**config.mk**
```make
export PLATFORM = sky130hd
export DESIGN_NAME = utf8_stream_decoder
export DESIGN_NICKNAME = d
export VERILOG_FILES = /design/src/rtl/usd_pkg.sv /design/src/rtl/usd_fifo.sv /design/src/rtl/usd_front.sv /design/src/rtl/usd_back.sv /design/src/rtl/utf8_stream_decoder.sv
export SDC_FILE = /design/constraint.sdc
export NUM_CORES = 1
export LEC_CHECK = 0
export BUFFER_PORTS_ARGS = -buffer_cell sky130_fd_sc_hd__buf_4
export CORE_MARGIN = 5
export CORE_UTILIZATION = 50
export CTS_CLUSTER_DIAMETER = 30
export DETAILED_ROUTE_END_ITERATION = 16
export PLACE_DENSITY = 0.67
export SLEW_MARGIN = 20
export SYNTH_ARGS = -nofsm -noshare
export SYNTH_HDL_FRONTEND = slang
export SYNTH_SLANG_ARGS = --single-unit
```
**constraint.sdc**
```tcl
create_clock -name clock -period 10 [get_ports clock]
set_clock_uncertainty 0.05 [all_clocks]
set_input_delay 1.5 -clock clock [delete_from_list [all_inputs] [get_ports clock]]
set_output_delay 1.5 -clock clock [all_outputs]
set_load 0.01 [all_outputs]
```
**src/rtl/usd_pkg.sv**
```systemverilog
// Shared types, constants and helpers for the UTF-8 stream decoder.
package usd_pkg;

   // Lead byte thresholds
   localparam logic [7:0] LEAD_2 = 8'hC0;
   localparam logic [7:0] LEAD_3 = 8'hE0;
   localparam logic [7:0] LEAD_4 = 8'hF0;
   localparam logic [7:0] LEAD_5 = 8'hF8;
   localparam logic [7:0] LEAD_6 = 8'hFC;

   // Payload masks
   localparam logic [7:0] MASK_CONT = 8'h3F;
   localparam logic [7:0] MASK_2    = 8'h1F;
   localparam logic [7:0] MASK_3    = 8'h0F;
   localparam logic [7:0] MASK_4    = 8'h07;
   localparam logic [7:0] MASK_5    = 8'h03;
   localparam logic [7:0] MASK_6    = 8'h01;

   // Queue depths
   localparam int MID_DEPTH_DEF = 4;
   localparam int OUT_DEPTH_DEF = 4;

   // Register port
   localparam int CSR_ADDR_W = 3;
   localparam int CSR_DATA_W = 32;
   localparam logic REG_MAX_CODE_POINTS = 1'b0;   // word index 0
   localparam logic [15:0] MAX_CP_RESET = 16'hFFFF;

   typedef enum logic [1:0] {
      OP_SINGLE,
      OP_LEAD,
      OP_CONT
   } op_type;

   // Classified byte, front to back
   typedef struct packed {
      op_type     op;
      logic [7:0] bits;     // payload bits of this byte
      logic [2:0] len;      // announced length (lead only)
      logic [2:0] rem;      // continuation bytes still expected after this byte
      logic       eob;
   } mid_item_type;

   // Result item
   typedef struct packed {
      logic [30:0] code_point;
      logic [2:0]  seq_length;
      logic        truncated;
      logic [15:0] count_so_far;
      logic        buffer_done;
   } out_item_type;

   // Pad a cut-short sequence with zero payload for each missing byte
   function automatic logic [30:0] pad_missing(input logic [30:0] value,
                                               input logic [2:0] rem);
      logic [30:0] res;
      unique case (rem)
         3'd0:    res = value;
         3'd1:    res = value << 6;
         3'd2:    res = value << 12;
         3'd3:    res = value << 18;
         3'd4:    res = value << 24;
         3'd5:    res = value << 30;
         default: res = '0;
      endcase
      return res;
   endfunction

endpackage

```
**src/rtl/usd_fifo.sv**
```systemverilog
// Small register queue used between the decoder stages and at the result side.
module usd_fifo #(
   parameter int WIDTH = 8,
   parameter int DEPTH = 4
) (
   input  logic             clock,
   input  logic             reset,
   input  logic             push,
   input  logic [WIDTH-1:0] din,
   output logic             full,
   input  logic             pop,
   output logic [WIDTH-1:0] dout,
   output logic             empty
);

   localparam int PTR_W = (DEPTH > 1) ? $clog2(DEPTH) : 1;
   localparam int CNT_W = $clog2(DEPTH + 1);

   logic [WIDTH-1:0] mem_ff [DEPTH];
   logic [PTR_W-1:0] wr_ptr_ff, wr_ptr_in;
   logic [PTR_W-1:0] rd_ptr_ff, rd_ptr_in;
   logic [CNT_W-1:0] count_ff, count_in;
   logic             do_push, do_pop;

   assign full    = (count_ff == CNT_W'(DEPTH));
   assign empty   = (count_ff == '0);
   assign do_push = push && !full;
   assign do_pop  = pop && !empty;
   assign dout    = mem_ff[rd_ptr_ff];

   // Pointer and fill count update
   always_comb begin
      wr_ptr_in = wr_ptr_ff;
      rd_ptr_in = rd_ptr_ff;
      count_in  = count_ff;
      if (do_push) begin
         wr_ptr_in = (wr_ptr_ff == PTR_W'(DEPTH - 1)) ? '0 : wr_ptr_ff + 1'b1;
      end
      if (do_pop) begin
         rd_ptr_in = (rd_ptr_ff == PTR_W'(DEPTH - 1)) ? '0 : rd_ptr_ff + 1'b1;
      end
      if (do_push && !do_pop) begin
         count_in = count_ff + 1'b1;
      end else if (do_pop && !do_push) begin
         count_in = count_ff - 1'b1;
      end
   end

   always_ff @(posedge clock) begin
      if (reset) begin
         wr_ptr_ff <= '0;
         rd_ptr_ff <= '0;
         count_ff  <= '0;
      end else begin
         wr_ptr_ff <= wr_ptr_in;
         rd_ptr_ff <= rd_ptr_in;
         count_ff  <= count_in;
      end
   end

   // Storage
   always_ff @(posedge clock) begin
      if (do_push) begin
         mem_ff[wr_ptr_ff] <= din;
      end
   end

endmodule

```
**src/rtl/usd_front.sv**
```systemverilog
// Front stage: accepts bytes, tracks sequence position and classifies each byte.
module usd_front import usd_pkg::*; (
   input  logic         clock,
   input  logic         reset,
   input  logic         accept,
   input  logic [7:0]   in_byte,
   input  logic         end_of_buffer,
   output mid_item_type item
);

   logic [2:0] rem_ff, rem_in;
   logic [2:0] lead_len;
   logic [7:0] lead_bits;
   logic [2:0] rem_next;

   // Lead byte decode
   always_comb begin
      priority if (in_byte < LEAD_2) begin
         lead_len  = 3'd1;
         lead_bits = in_byte;
      end else if (in_byte < LEAD_3) begin
         lead_len  = 3'd2;
         lead_bits = in_byte & MASK_2;
      end else if (in_byte < LEAD_4) begin
         lead_len  = 3'd3;
         lead_bits = in_byte & MASK_3;
      end else if (in_byte < LEAD_5) begin
         lead_len  = 3'd4;
         lead_bits = in_byte & MASK_4;
      end else if (in_byte < LEAD_6) begin
         lead_len  = 3'd5;
         lead_bits = in_byte & MASK_5;
      end else begin
         lead_len  = 3'd6;
         lead_bits = in_byte & MASK_6;
      end
   end

   // Classify against sequence position
   always_comb begin
      if (rem_ff == '0) begin
         rem_next  = lead_len - 3'd1;
         item.op   = (lead_len == 3'd1) ? OP_SINGLE : OP_LEAD;
         item.bits = lead_bits;
      end else begin
         rem_next  = rem_ff - 3'd1;
         item.op   = OP_CONT;
         item.bits = in_byte & MASK_CONT;
      end
      item.len = lead_len;
      item.rem = rem_next;
      item.eob = end_of_buffer;
      rem_in   = rem_ff;
      if (accept) begin
         rem_in = end_of_buffer ? 3'd0 : rem_next;
      end
   end

   always_ff @(posedge clock) begin
      if (reset) begin
         rem_ff <= '0;
      end else begin
         rem_ff <= rem_in;
      end
   end

   a_rem_range: assert property (@(posedge clock) disable iff (reset)
      rem_ff <= 3'd5)
      else $error("front: continuation count out of range");

   a_eob_clears: assert property (@(posedge clock) disable iff (reset)
      accept && end_of_buffer |=> rem_ff == 3'd0)
      else $error("front: sequence position not cleared at end of buffer");

endmodule

```
**src/rtl/usd_back.sv**
```systemverilog
// Back stage: accumulates payload, applies the per-buffer limit, builds results.
module usd_back import usd_pkg::*; (
   input  logic         clock,
   input  logic         reset,
   input  logic         valid,
   input  mid_item_type item,
   input  logic [15:0]  max_cp,
   output logic         out_push,
   output out_item_type out_item
);

   logic [30:0] acc_ff, acc_in;
   logic [2:0]  cur_len_ff, cur_len_in;
   logic [15:0] count_ff, count_in;
   logic [30:0] acc_shift;
   logic        emit_req;
   logic        under_limit;

   assign acc_shift   = {acc_ff[24:0], item.bits[5:0]};
   assign under_limit = (count_ff < max_cp);

   // Accumulate and form result
   always_comb begin
      acc_in                = acc_ff;
      cur_len_in            = cur_len_ff;
      count_in              = count_ff;
      emit_req              = 1'b0;
      out_item.code_point   = '0;
      out_item.seq_length   = cur_len_ff;
      out_item.truncated    = 1'b0;
      out_item.buffer_done  = item.eob;
      out_item.count_so_far = count_ff + 16'd1;
      unique case (item.op)
         OP_SINGLE: begin
            emit_req            = 1'b1;
            out_item.code_point = 31'(item.bits);
            out_item.seq_length = 3'd1;
         end
         OP_LEAD: begin
            acc_in     = 31'(item.bits);
            cur_len_in = item.len;
            // lead as last byte: always cut short
            emit_req            = item.eob;
            out_item.code_point = pad_missing(31'(item.bits), item.rem);
            out_item.seq_length = item.len;
            out_item.truncated  = 1'b1;
         end
         OP_CONT: begin
            if (item.rem == '0) begin
               emit_req            = 1'b1;
               out_item.code_point = acc_shift;
               acc_in              = '0;
               cur_len_in          = '0;
            end else begin
               acc_in              = acc_shift;
               emit_req            = item.eob;
               out_item.code_point = pad_missing(acc_shift, item.rem);
               out_item.truncated  = 1'b1;
            end
         end
         default: begin
            emit_req = 1'b0;
         end
      endcase
      out_push = valid && emit_req && under_limit;
      if (out_push) begin
         count_in = count_ff + 16'd1;
      end
      // buffer end returns everything to idle
      if (item.eob) begin
         acc_in     = '0;
         cur_len_in = '0;
         count_in   = '0;
      end
      if (!valid) begin
         acc_in     = acc_ff;
         cur_len_in = cur_len_ff;
         count_in   = count_ff;
      end
   end

   always_ff @(posedge clock) begin
      if (reset) begin
         acc_ff     <= '0;
         cur_len_ff <= '0;
         count_ff   <= '0;
      end else begin
         acc_ff     <= acc_in;
         cur_len_ff <= cur_len_in;
         count_ff   <= count_in;
      end
   end

   a_count_bound: assert property (@(posedge clock) disable iff (reset)
      out_push |-> out_item.count_so_far != 16'd0 && out_item.count_so_far <= max_cp)
      else $error("back: result count outside limit");

   a_trunc_len: assert property (@(posedge clock) disable iff (reset)
      out_push && out_item.truncated |->
         out_item.seq_length >= 3'd2 && out_item.seq_length <= 3'd6)
      else $error("back: truncated result with bad length");

endmodule

```
**src/rtl/utf8_stream_decoder.sv**
```systemverilog
// Top level of the byte-serial six-byte UTF-8 decoder.
//
//   channel   ports              transfer when
//   request   req_*, push/full   push & !full
//   response  rsp_*, pop/empty   pop & !empty
//   csr       APB p*             psel & penable & pwrite (pready tied high)
//
// One byte per cycle sustained while the result queue has room; a byte's result
// passes the middle queue, then the back stage's accumulate step, into the result
// queue, from which it can then transfer out.
// Byte rate is set by the single accumulate-and-count step in the back stage.
// Reset is synchronous and clears sequence state, counts and both queues.
// A stalled result side fills the result queue, then the middle queue, then
// raises full; bytes that produce no result still need a free result slot.
module utf8_stream_decoder import usd_pkg::*; #(
   parameter int MID_DEPTH = MID_DEPTH_DEF,
   parameter int OUT_DEPTH = OUT_DEPTH_DEF
) (
   input  logic                  clock,
   input  logic                  reset,
   // request channel
   input  logic                  push,
   output logic                  full,
   input  logic [7:0]            req_in_byte,
   input  logic                  req_end_of_buffer,
   // response channel
   input  logic                  pop,
   output logic                  empty,
   output logic [30:0]           rsp_code_point,
   output logic [2:0]            rsp_seq_length,
   output logic                  rsp_truncated,
   output logic [15:0]           rsp_count_so_far,
   output logic                  rsp_buffer_done,
   // register port
   input  logic                  psel,
   input  logic                  penable,
   input  logic                  pwrite,
   input  logic [CSR_ADDR_W-1:0] paddr,
   input  logic [CSR_DATA_W-1:0] pwdata,
   output logic [CSR_DATA_W-1:0] prdata,
   output logic                  pready
);

   logic         req_accept;
   mid_item_type front_item;
   mid_item_type mid_item;
   logic         mid_full, mid_empty;
   logic         back_go;
   logic         out_push, out_full;
   out_item_type back_item;
   out_item_type rsp_item;
   logic [15:0]  max_cp_ff, max_cp_in;
   logic         csr_write;

   // Register port
   assign pready    = 1'b1;
   assign csr_write = psel && penable && pwrite && pready;
   assign prdata    = (paddr[2] == REG_MAX_CODE_POINTS) ?
                      CSR_DATA_W'(max_cp_ff) : '0;

   always_comb begin
      max_cp_in = max_cp_ff;
      if (csr_write && paddr[2] == REG_MAX_CODE_POINTS) begin
         max_cp_in = pwdata[15:0];
      end
   end

   always_ff @(posedge clock) begin
      if (reset) begin
         max_cp_ff <= MAX_CP_RESET;
      end else begin
         max_cp_ff <= max_cp_in;
      end
   end

   // Front: classify incoming bytes
   assign full       = mid_full;
   assign req_accept = push && !mid_full;

   usd_front u_front (
      .clock         (clock),
      .reset         (reset),
      .accept        (req_accept),
      .in_byte       (req_in_byte),
      .end_of_buffer (req_end_of_buffer),
      .item          (front_item)
   );

   // Queue between front and back
   usd_fifo #(
      .WIDTH ($bits(mid_item_type)),
      .DEPTH (MID_DEPTH)
   ) u_mid_fifo (
      .clock (clock),
      .reset (reset),
      .push  (push),
      .din   (front_item),
      .full  (mid_full),
      .pop   (back_go),
      .dout  (mid_item),
      .empty (mid_empty)
   );

   // Back: runs whenever an item waits and a result slot is free
   assign back_go = !mid_empty && !out_full;

   usd_back u_back (
      .clock    (clock),
      .reset    (reset),
      .valid    (back_go),
      .item     (mid_item),
      .max_cp   (max_cp_ff),
      .out_push (out_push),
      .out_item (back_item)
   );

   // Result queue
   usd_fifo #(
      .WIDTH ($bits(out_item_type)),
      .DEPTH (OUT_DEPTH)
   ) u_out_fifo (
      .clock (clock),
      .reset (reset),
      .push  (out_push),
      .din   (back_item),
      .full  (out_full),
      .pop   (pop),
      .dout  (rsp_item),
      .empty (empty)
   );

   assign rsp_code_point   = rsp_item.code_point;
   assign rsp_seq_length   = rsp_item.seq_length;
   assign rsp_truncated    = rsp_item.truncated;
   assign rsp_count_so_far = rsp_item.count_so_far;
   assign rsp_buffer_done  = rsp_item.buffer_done;

endmodule
```
==> flow_summary_export.csv <==
group,metric,value,unit
grt,grt_pass1_wl,51700,um
clock_tree,clock_latency,550,ps
worst_setup_path,rr_worst_depth,15,
grt,grt-ovfl-total,0,
power,clkPwrFrac,40.0,%
finish,nets,1267,
clock_tree,post-cts-setup-buffers,0,
die,pin_count,138,
synth,synthFlopType,"edfxtp_1",
status,outcome,"complete, no violations",
synth,synth_area,0.0154,mm^2
clock_tree,cts.path.max_buffers,3,
sta,worst_pin_slew,962,ps
sta,rsz0062_at_grt,"false",
power,power_leakage,6.84,nW
detailed_routing,drc,0,
clock_tree,cts_root_buffer,"clkbuf_16",
detailed_routing,avgViaCountPerCell,5.72,
worst_setup_path,path_depth,15,
finish,num_antenna_cells,0,
grt,grtUsageTotal,19.1,%
synth,synth_area_leader_cell,"edfxtp_1",
synth,synth.avg_cell_area,14.6,um^2
sta,setup_viol,0,
worst_setup_path,cpLargestDelayFamily,"buffers and inverters",
synth,yosysMostFrequentCell,"edfxtp_1",
sta,fmax,0.202,GHz
grt,first_global_vias,9287,
die,die-area,0.0343,mm^2
sta,tns,0,ps
sta,period_minus_slack,4940,ps
placed_design,place_congestion,0.839,
finish,area_growth,22.8,%
worst_setup_path,path_cells,"mux4_2 -> inv_1 -> ha_1 -> clkinv_1 -> nor4_4 -> buf_4 -> a211o_1 -> nand2_1 -> inv_1 -> ha_1 -> inv_1 -> fa_1 -> xor2_1 -> or3_1 -> a21oi_1",
finish,stdcell_count,1632,
clock_tree,cts.repair.resized,0,
power,p_switching,0.00181,W
finish,ff_latch_area,0.00992,mm^2
worst_setup_path,cp_slowest_stage_delay,860,ps
finish,design_area,0.0189,mm^2
worst_setup_path,cp_slowest_cell,"dfxtp_1",
synth,yosys-top-cells-count,"edfxtp_1, dfxtp_1, mux4_2",
die,fp.dieH,185,um
grt,grt_start_max_net_pins,53,
clock_tree,ctsHtreeMaxLevel,3,
power,total_power,0.00592,W
detailed_routing,drt_iter0_drc,896,
hold_path,whs_path_depth,2,
sta,slew_headroom,35.4,%
detailed_routing,antenna_left,0,
worst_setup_path,crit_fanout,27,
clock_tree,cts_tree,"done",
grt,antenna_found_initial,0,
placed_design,placedCellCount,1501,
finish,layout-drive-gt1-share,25.1,%
die,start_util,50.5,%
detailed_routing,post_drt_wl_per_cell,19.7,um
clock_tree,cts_buffers,71,
power,p_int,0.00411,W
die,rows,64,
synth,synthTopCellsByArea,"edfxtp_1, dfxtp_1, mux4_2, ha_1, nor2_1",
detailed_routing,num_vias,9330,
worst_setup_path,worst-setup-path-type,"flop to flop",
power,power_density,314,mW/mm^2
sta,hold_viol,0,
synth,yosysWarnings,0,
sta,drv_slew,0,
worst_setup_path,cp-start-kind,"flop",
synth,synth_cell_types,63,
placed_design,port_buffers,102,
finish,multi_input_area,0.00496,mm^2
power,vdd_ir_drop_max,0.170,mV
synth,synthCells,1053,
finish,fillers,2276,
clock_tree,hold_buffers,0,
synth,ys_seq_area_share,64.5,%
synth,synth.ff_latch_count,357,
synth,async_reset_ff_share,0,%
placed_design,postPlaceCellArea,0.0164,mm^2
worst_setup_path,critPathRequiredTime,10410,ps
power,power_frac_seq,34.0,%
hold_path,min_path_type,"flop to flop",
detailed_routing,totalWireLength,32200,um
synth,synth_edf_count,276,
worst_setup_path,crit_top_cell,"inv_1",
worst_setup_path,crit_path_end_kind,"flop",
clock_tree,cts_sinks,357,
detailed_routing,dr.pass1.iters,6,
placed_design,dp_hpwl,20100,um
die,die_w,185,um
sta,period_share,49.4,%
run,max_cap_violations,0,
die,core,0.0304,mm^2
power,sw_frac_of_total,30.6,%
power,combinationalPowerShare,26.0,%
worst_setup_path,critPathArrivalTime,5340,ps
worst_setup_path,cp.buffers_inverters,5,
synth,netlist.area_leader.share,54.0,%
clock_tree,clk_pin_slew,50,ps
## path summary, 6_finish.rpt
| check | from | end | slack [ps] |
|---|---|---|---|
| setup / recovery | flop | u_out_fifo.count_ff[2]$_SDFFE_PP0P_ | 5060 |
| hold / removal | u_back.cur_len_ff[0]$_SDFFE_PP0P_ | u_back.cur_len_ff[0]$_SDFFE_PP0P_ | 400 |
| setup reg to reg | flop | u_out_fifo.count_ff[2]$_SDFFE_PP0P_ | 5060 |
| hold reg to reg | u_back.cur_len_ff[0]$_SDFFE_PP0P_ | u_back.cur_len_ff[0]$_SDFFE_PP0P_ | 400 |
## state kept, by name (all words and copies together), names as in the netlist, named ones only
signal,count
u_mid_fifo.count_ff,3
u_mid_fifo.wr_ptr_ff,2
u_out_fifo.mem_ff,208
u_out_fifo.rd_ptr_ff,2
max_cp_ff,16
u_front.rem_ff,3
u_out_fifo.count_ff,3
u_back.acc_ff,25
u_back.cur_len_ff,3
u_back.count_ff,16
u_mid_fifo.rd_ptr_ff,2
u_out_fifo.wr_ptr_ff,2
u_mid_fifo.mem_ff,68
## cell usage in the layout (no fill, tap or decap), types with 11 or more instances in the layout
| master | n |
|---|---|
| conb_1 | 17 |
| dfxtp_1 | 79 |
| mux4_2 | 68 |
| a22o_1 | 23 |
| nand2b_1 | 12 |
| o21ai_0 | 23 |
| and3_1 | 11 |
| o22ai_1 | 16 |
| xnor2_1 | 13 |
| a21oi_1 | 34 |
| nand3_1 | 15 |
| clkbuf_16 | 73 |
| o211ai_1 | 21 |
| inv_1 | 49 |
| a22oi_1 | 22 |
| nand2_1 | 60 |
| nor2_1 | 61 |
| edfxtp_1 | 276 |
| and2_1 | 15 |
| nor3_1 | 14 |
| mux2i_1 | 14 |
| buf_4 | 112 |
| ha_1 | 36 |
## stage by stage
stage	worst slack [ps]	utilization [%]	hold slack, ps
2_1_floorplan	5400	-	377
3_3_place_gp	5200	53.9	389
3_5_place_dp	5130	53.9	396
4_1_cts	5110	62.0	404
5_1_grt	4780	62.0	429
6_report	5060	62.0	403
## layout make-up
| type | instances | area share, % |
|---|---|---|
| clock buffers | 83 | 9.94 |
| clock inverters | 48 | 3.08 |
| inverters | 50 | 0.995 |
| multi-input cells | 586 | 26.3 |
| flip-flops and latches | 357 | 52.6 |
| well taps | 396 | 2.63 |
| repair buffers | 112 | 4.46 |
## worst reg2reg max path, cell delays in order, from the launching register on
cell and delay [ps]:
dfxtp_1 860, mux4_2 460, inv_1 100, ha_1 380, clkinv_1 360, nor4_4 340
buf_4 340, a211o_1 360, nand2_1 160, inv_1 170, ha_1 210, inv_1 60
fa_1 370, xor2_1 180, or3_1 300, a21oi_1 150
## power by group through the flow
stage	logic (W)	clock network, W	registers [W]
5_1_grt	0.00168	0.00250	0.00203
4_1_cts	0.00155	0.00241	0.00202
2_1_floorplan	0.00106	0	0.00198
6_report	0.00154	0.00237	0.00201
3_5_place_dp	0.00154	0	0.00204
3_3_place_gp	0.00152	0	0.00203
## cells by family (layout without fill, tap and decap cells)
family                     Yosys count  in the layout  share of synthesized area (%)
buffers and inverters              125            293                           3.55
AOI/OAI and AO/OA                  192            192                           8.78
muxes                               84             84                           11.0
other                                2             17                         0.0489
DFF                                357            357                           64.5
and+or+nand+nor                    236            236                           7.77
xor gates and xnor gates            19             19                           1.08
adders and majority gates           38             38                           3.19
## per-layer routing
metal | wire length [um] | track usage [%] | part of all wire (%) | vias up
met4 | 452 | 4.93 | 1.4 | 0
met5 | 0 | 0 | 0 | -
met2 | 15000 | 28.8 | 47 | 296
met1 | 14600 | 28.6 | 45 | 4675
met3 | 2100 | 4.08 | 6.5 | 37
li1 | - | - | - | 4322
No activity file was read; power rests on OpenSTA's default activity.
